File: src/lpfr_pkg.sv
// ----------------------------------------------------------------------------
// lpfr_pkg
// Shared types and constants for the length prefixed frame receiver.
// ----------------------------------------------------------------------------
`default_nettype none

package lpfr_pkg;

  localparam int unsigned ByteW    = 8;
  localparam int unsigned CountW   = 17;
  localparam int unsigned HeaderN  = 3;

  localparam logic [ByteW-1:0]  StartByte   = 8'hC0;
  localparam logic [CountW-1:0] MaxBodyRst  = 17'd1024;

  typedef enum logic [1:0] {
    ST_DISCARD = 2'd0,
    ST_BYTE    = 2'd1,
    ST_LAST    = 2'd2,
    ST_LEN_ERR = 2'd3
  } lpfr_status_e;

  typedef struct packed {
    lpfr_status_e      status;
    logic [ByteW-1:0]  frame_byte;
    logic [CountW-1:0] byte_offset;
  } lpfr_result_t;

endpackage

`default_nettype wire

File: src/lpfr_in_stage.sv
// ----------------------------------------------------------------------------
// lpfr_in_stage
// Input register for received bytes, refilled in the cycle it drains.
// ----------------------------------------------------------------------------
`default_nettype none

module lpfr_in_stage (
  input  wire logic                        clk_i,
  input  wire logic                        rst_ni,
  input  wire logic                        in_valid_i,
  output logic                             in_ready_o,
  input  wire logic [lpfr_pkg::ByteW-1:0]  rx_byte_i,
  input  wire logic                        advance_i,
  output logic                             valid_o,
  output logic [lpfr_pkg::ByteW-1:0]       byte_o
);
  import lpfr_pkg::*;

  logic             valid_q, valid_d;
  logic [ByteW-1:0] byte_q;

  assign in_ready_o = !valid_q || advance_i;
  assign valid_d    = (in_valid_i && in_ready_o) || (valid_q && !advance_i);

  always_ff @(posedge clk_i or negedge rst_ni) begin
    if (!rst_ni) begin
      valid_q <= 1'b0;
    end else begin
      valid_q <= valid_d;
    end
  end

  always_ff @(posedge clk_i) begin
    if (in_valid_i && in_ready_o) begin
      byte_q <= rx_byte_i;
    end
  end

  assign valid_o = valid_q;
  assign byte_o  = byte_q;

endmodule

`default_nettype wire

File: src/lpfr_frame_fsm.sv
// ----------------------------------------------------------------------------
// lpfr_frame_fsm
// Frame tracking state, length check and per-byte result decode.
// ----------------------------------------------------------------------------
`default_nettype none

module lpfr_frame_fsm (
  input  wire logic                        clk_i,
  input  wire logic                        rst_ni,
  input  wire logic [lpfr_pkg::CountW-1:0] max_body_i,
  input  wire logic                        advance_i,
  input  wire logic [lpfr_pkg::ByteW-1:0]  byte_i,
  output lpfr_pkg::lpfr_result_t           result_o
);
  import lpfr_pkg::*;

  logic              in_frame_q, in_frame_d;
  logic [CountW-1:0] count_q, count_d;
  logic [CountW-1:0] remain_q, remain_d;
  logic [ByteW-1:0]  len_hi_q, len_hi_d;
  logic [CountW-1:0] body;

  assign body = {1'b0, len_hi_q, byte_i} + CountW'(1);

  always_comb begin
    in_frame_d           = in_frame_q;
    count_d              = count_q;
    remain_d             = remain_q;
    len_hi_d             = len_hi_q;
    result_o.status      = ST_BYTE;
    result_o.frame_byte  = byte_i;
    result_o.byte_offset = count_q;
    if (!in_frame_q) begin
      result_o.byte_offset = '0;
      if (byte_i == StartByte) begin
        in_frame_d = 1'b1;
        count_d    = CountW'(1);
      end else begin
        result_o.status     = ST_DISCARD;
        result_o.frame_byte = '0;
      end
    end else begin
      count_d = count_q + CountW'(1);
      if (count_q == CountW'(1)) begin
        len_hi_d = byte_i;
      end else if (count_q == CountW'(2)) begin
        if (body > max_body_i) begin
          result_o.status = ST_LEN_ERR;
          in_frame_d      = 1'b0;
          count_d         = '0;
          remain_d        = '0;
        end else begin
          remain_d = body;
        end
      end else if (count_q >= CountW'(HeaderN)) begin
        if (remain_q <= CountW'(1)) begin
          result_o.status = ST_LAST;
          in_frame_d      = 1'b0;
          count_d         = '0;
          remain_d        = '0;
        end else begin
          remain_d = remain_q - CountW'(1);
        end
      end
    end
  end

  always_ff @(posedge clk_i or negedge rst_ni) begin
    if (!rst_ni) begin
      in_frame_q <= 1'b0;
      count_q    <= '0;
      remain_q   <= '0;
      len_hi_q   <= '0;
    end else if (advance_i) begin
      in_frame_q <= in_frame_d;
      count_q    <= count_d;
      remain_q   <= remain_d;
      len_hi_q   <= len_hi_d;
    end
  end

endmodule

`default_nettype wire

File: src/lpfr_out_stage.sv
// ----------------------------------------------------------------------------
// lpfr_out_stage
// Result register holding one item until the sink takes it.
// ----------------------------------------------------------------------------
`default_nettype none

module lpfr_out_stage (
  input  wire logic                    clk_i,
  input  wire logic                    rst_ni,
  input  wire logic                    load_valid_i,
  output logic                         load_ready_o,
  input  wire lpfr_pkg::lpfr_result_t  result_i,
  output logic                         out_valid_o,
  input  wire logic                    out_ready_i,
  output lpfr_pkg::lpfr_result_t       result_o
);
  import lpfr_pkg::*;

  logic         valid_q, valid_d;
  lpfr_result_t result_q;

  assign load_ready_o = !valid_q || out_ready_i;
  assign valid_d      = (load_valid_i && load_ready_o) || (valid_q && !out_ready_i);

  always_ff @(posedge clk_i or negedge rst_ni) begin
    if (!rst_ni) begin
      valid_q <= 1'b0;
    end else begin
      valid_q <= valid_d;
    end
  end

  always_ff @(posedge clk_i) begin
    if (load_valid_i && load_ready_o) begin
      result_q <= result_i;
    end
  end

  assign out_valid_o = valid_q;
  assign result_o    = result_q;

endmodule

`default_nettype wire

File: src/length_prefixed_frame_receiver.sv
// ----------------------------------------------------------------------------
// length_prefixed_frame_receiver
// Hunts for the start byte, reads a 16-bit big-endian length and tags every
// frame byte with its offset, status and length error drop.
// ----------------------------------------------------------------------------
//  channel | dir | handshake              | payload
//  cfg     | in  | cfg_valid_i/cfg_ready_o | cfg_max_body_length_i[16:0]
//  in      | in  | in_valid_i/in_ready_o   | rx_byte_i[7:0]
//  out     | out | out_valid_o/out_ready_i | status_o, frame_byte_o, byte_offset_o
//
//  one item per cycle unless the sink stalls; an accepted byte enters
//  the input register, which drains into the result register when that
//  slot is free, and frame state updates on that transfer
//  a stalled sink holds one result and one more item in the input register
//  reset clears all valid flags, frame state and sets the limit to 1024
// ----------------------------------------------------------------------------
`default_nettype none

module length_prefixed_frame_receiver (
  input  wire logic                        clk_i,
  input  wire logic                        rst_ni,
  input  wire logic                        cfg_valid_i,
  output logic                             cfg_ready_o,
  input  wire logic [lpfr_pkg::CountW-1:0] cfg_max_body_length_i,
  input  wire logic                        in_valid_i,
  output logic                             in_ready_o,
  input  wire logic [lpfr_pkg::ByteW-1:0]  rx_byte_i,
  output logic                             out_valid_o,
  input  wire logic                        out_ready_i,
  output logic [1:0]                       status_o,
  output logic [lpfr_pkg::ByteW-1:0]       frame_byte_o,
  output logic [lpfr_pkg::CountW-1:0]      byte_offset_o
);
  import lpfr_pkg::*;

  logic [CountW-1:0] max_len_q;
  logic              stage_valid;
  logic [ByteW-1:0]  stage_byte;
  logic              slot_free;
  logic              advance;
  lpfr_result_t      next_result;
  lpfr_result_t      out_result;

  assign cfg_ready_o = 1'b1;

  always_ff @(posedge clk_i or negedge rst_ni) begin
    if (!rst_ni) begin
      max_len_q <= MaxBodyRst;
    end else if (cfg_valid_i && cfg_ready_o) begin
      max_len_q <= cfg_max_body_length_i;
    end
  end

  assign advance = stage_valid && slot_free;

  lpfr_in_stage u_in (
    .clk_i      (clk_i),
    .rst_ni     (rst_ni),
    .in_valid_i (in_valid_i),
    .in_ready_o (in_ready_o),
    .rx_byte_i  (rx_byte_i),
    .advance_i  (advance),
    .valid_o    (stage_valid),
    .byte_o     (stage_byte)
  );

  lpfr_frame_fsm u_fsm (
    .clk_i      (clk_i),
    .rst_ni     (rst_ni),
    .max_body_i (max_len_q),
    .advance_i  (advance),
    .byte_i     (stage_byte),
    .result_o   (next_result)
  );

  lpfr_out_stage u_out (
    .clk_i        (clk_i),
    .rst_ni       (rst_ni),
    .load_valid_i (stage_valid),
    .load_ready_o (slot_free),
    .result_i     (next_result),
    .out_valid_o  (out_valid_o),
    .out_ready_i  (out_ready_i),
    .result_o     (out_result)
  );

  assign status_o      = out_result.status;
  assign frame_byte_o  = out_result.frame_byte;
  assign byte_offset_o = out_result.byte_offset;

endmodule

`default_nettype wire

File: config.mk
export PLATFORM = sky130hd
export DESIGN_NAME = length_prefixed_frame_receiver
export DESIGN_NICKNAME = d
export VERILOG_FILES = /design/src/lpfr_pkg.sv /design/src/lpfr_in_stage.sv /design/src/lpfr_frame_fsm.sv /design/src/lpfr_out_stage.sv /design/src/length_prefixed_frame_receiver.sv
export SDC_FILE = /design/constraint.sdc
export NUM_CORES = 1
export LEC_CHECK = 0
export BUFFER_PORTS_ARGS = -buffer_cell sky130_fd_sc_hd__buf_2
export CAP_MARGIN = 10
export CORE_MARGIN = 5
export CORE_UTILIZATION = 41
export CTS_CLUSTER_SIZE = 28
export DETAILED_ROUTE_END_ITERATION = 16
export PLACE_DENSITY_LB_ADDON = 0.15
export SYNTH_ARGS = -nofsm -noshare
export SYNTH_HDL_FRONTEND = slang
export SYNTH_SLANG_ARGS = --single-unit
File: constraint.sdc
create_clock -name clk_i -period 5.25 [get_ports clk_i]
set_input_delay 0.525 -clock clk_i [delete_from_list [all_inputs] [get_ports clk_i]]
set_output_delay 0.525 -clock clk_i [all_outputs]
set_load 0.1 [all_outputs]
==> impl_metrics.tcl <==
set metrics [dict create \
    run_status "finished, final reports clean" \
    clk_path_buf_depth 2 \
    setup_viol 0 \
    synth.distinct_cells 54 \
    synth_common_cells "61 x dfrtp_1, 53 x o21ai_0, 47 x inv_1" \
    synth_compound_area_share_pct 14.16 \
    post-cts-setup-buffers 0 \
    synth_edf_count 35 \
    fp-row-count 41 \
    cts.htree.levels 3 \
    vias 3859 \
    grt-ovfl-total 0 \
    cts-hold-fix-buffers 0 \
    start_util_pct 41.24 \
    critPathKind "reg -> reg" \
    drv_cap 0 \
    grt_pass1_vias 3781 \
    hold_class "in -> async" \
    core_um2 12470 \
    yosysMostFrequentCell "dfrtp_1" \
    post-route-period-util_pct 75.61 \
    synth_fp_nets 565 \
    grt_pass1_wl_um 19490 \
    cts.sinks 97 \
    yosysSeqAreaShare_pct 50.64 \
    postRouteAntennaNets 0 \
    grt_max_degree 63 \
    power.density_nw_per_um2 453.1 \
    die-area_um2 14880 \
    maxSlewViolCount 0 \
    fillCellCount 1179 \
    synth_top_family_by_area "simple AND/OR/NAND/NOR gates" \
    cts_tree "built" \
    whs_ns 0.3610 \
    synthMuxAreaShare_pct 1.971 \
    skew_ns 0.006555 \
    clk_pin_slew_ns 0.07 \
    grt_use_total_pct 16.46 \
    hold_violations 0 \
    p_leak_nw 2.625 \
    cts_resized 0 \
    die_h_um 122.0 \
    synthXorXnorAreaFrac_pct 4.089 \
    drc 0 \
    ios 60 \
    cts_buffers 9 \
    synth_top_area_share_pct 29.69 \
    fin_crit_ns 3.970 \
    drive_gt1_share_pct 16.32 \
    area_delta_synth_final_pct 14.16 \
    dr.pass1.iters 4 \
    gp_congestion 0.8358 \
    synthFlopType "dfrtp_1" \
    hpwl_um 8491 \
    avgViaCountPerCell 5.201 \
    clock.fmax_mhz 251.9 \
    final_nets 620 \
    ys_ff_latch 97 \
    crit_required_ns 5.44 \
    drt_iter0_drc 325 \
    synth-simple-area-share_pct 18.11 \
    synthAdderAreaFrac_pct 5.841 \
    clockRootBuffer "clkbuf_16" \
    antenna_found_initial 0 \
    setup_tns_ns 0 \
    synthCells 511 \
    totalPowerFinal_mw 2.659 \
    io_buffers 58 \
    clk_latency_ns 0.34 \
    cp_data_arrival_time_ns 4.16 \
    ir_drop_v 0.0001773 \
    endpoint_kind "flop" \
    async_flop_share_pct 63.92 \
    yosys_warnings 0 \
    dpl-instance-area_um2 5583 \
    post-route-util_pct 47.08 \
    slew_headroom_pct 40.82 \
    diodes 0 \
    netlist_area_um2 5141 \
    syn_avg_cell_area_um2 10.06 \
    finalInstanceArea_um2 5869 \
    worst_slew_pin_slew_ns 0.8844 \
    synth_top_area_cell "dfrtp_1" \
    cp_max_fo 16 \
    start_kind "flop" \
    yosys-top-cells-area "dfrtp_1 30%, edfxtp_1 20%, ha_1 5.8%" \
    wire_per_inst_um 15.66 \
    routed_wl_um 11620 \
    die_w_um 122.0 \
    rsz0062_at_grt "no" \
]
-- worst max-delay path, cell delays in order, from the launching register on --
cell,delay [ns]
edfxtp_1,0.43
and2_1,0.26
nand4_1,0.20
nor3_1,0.32
and3_1,0.22
xnor2_1,0.16
inv_1,0.08
ha_1,0.30
nand4_1,0.15
or4_1,0.57
o211a_1,0.30
o21bai_2,0.64
o21ai_0,0.19
-- through the flow --
stage / setup WS, ns / cells
global placement: 1.466 / 726
floorplan: 1.975 / 511
detailed placement: 1.344 / 726
CTS: 1.334 / 741
finish: 1.280 / 742
global route: 0.9755 / 742
-- report_power, final --
| part | switching (mW) | internal, mW | total (mW) |
|---|---|---|---|
| logic | 0.671 | 0.280 | 0.952 |
| registers | 0.134 | 0.942 | 1.08 |
| clock network | 0.265 | 0.367 | 0.632 |
| total | 1.07 | 1.59 | 2.66 |
-- cell families (layout without fill, tap and decap cells) --
group	after synthesis	after routing
DFF	97	97
muxes	9	9
adders and majority gates	24	24
and+or+nand+nor	173	173
AOI/OAI and AO/OA	118	118
buffers and inverters	65	124
xor gates and xnor gates	24	24
other	1	1
-- placed cells by master (no fill, tap or decap), types with 3 or more instances in the layout --
cell type | Yosys | layout
a21oi_1 | 23 | 23
a22oi_1 | 9 | 9
a2bb2oi_1 | 4 | 4
a32oi_1 | 4 | 4
and2_1 | 27 | 27
and3_1 | 8 | 8
and4_1 | 4 | 4
buf_2 | 3 | 58
buf_4 | 2 | 4
clkbuf_1 | 12 | 3
clkbuf_16 | 0 | 9
dfrtp_1 | 61 | 61
edfxtp_1 | 35 | 35
ha_1 | 24 | 24
inv_1 | 47 | 47
mux2_2 | 9 | 9
nand2_1 | 44 | 44
nand2b_1 | 4 | 4
nand3_1 | 12 | 12
nand4_1 | 8 | 8
nor2_1 | 24 | 24
nor2b_1 | 4 | 4
nor3_1 | 15 | 15
nor4_1 | 8 | 8
o21ai_0 | 53 | 53
o31ai_1 | 5 | 5
or3_1 | 6 | 6
xnor2_1 | 18 | 18
xor2_1 | 6 | 6
-- final timing paths --
| kind | from | slack [ns] | end | depth (start not counted) |
|---|---|---|---|---|
| worst min register to register | u_fsm.remain_q[15] | 0.48 | u_fsm.remain_q[15] | 2 |
| max in group asynchronous | rst_ni | 4.33 | u_fsm.count_q[12] | 2 |
| worst max-delay path | u_in.byte_o[6] | 1.28 | u_fsm.count_q[3] | 12 |
| worst min-delay path | rst_ni | 0.36 | max_len_q[11] | 2 |
| min in group clk_i | rx_byte_i[5] | 0.36 | u_in.byte_o[5] | 1 |
| worst max register to register | u_in.byte_o[6] | 1.28 | u_fsm.count_q[3] | 12 |
-- flip-flops by register name, indices dropped and copies added, names as in the netlist, 8 cells and up --
name            flops
max_len_q          17
u_fsm.count_q      17
u_fsm.len_hi_q      8
u_fsm.remain_q     17
u_in.byte_o         8
u_out.result_o     27
-- layer usage --
metal	up-vias	wire, um	track usage (%)
met5	-	0	0
met4	0	99	4.132
met3	9	475	3.110
met2	79	5244	24.76
met1	1849	5799	24.51
li1	1922	-	-
-- layout make-up --
class	instances	area, um^2	share of cell area, %
Sequential cell	97	2604	44.36
Multi-Input combinational cell	349	2275	38.76
Timing Repair Buffer	62	320.3	5.457
Clock buffer	12	236.5	4.029
Tap cell	172	215.2	3.667
Inverter	47	176.4	3.006
Clock inverter	3	42.54	0.7248
Note: power is estimated with default switching activity, not from simulation.
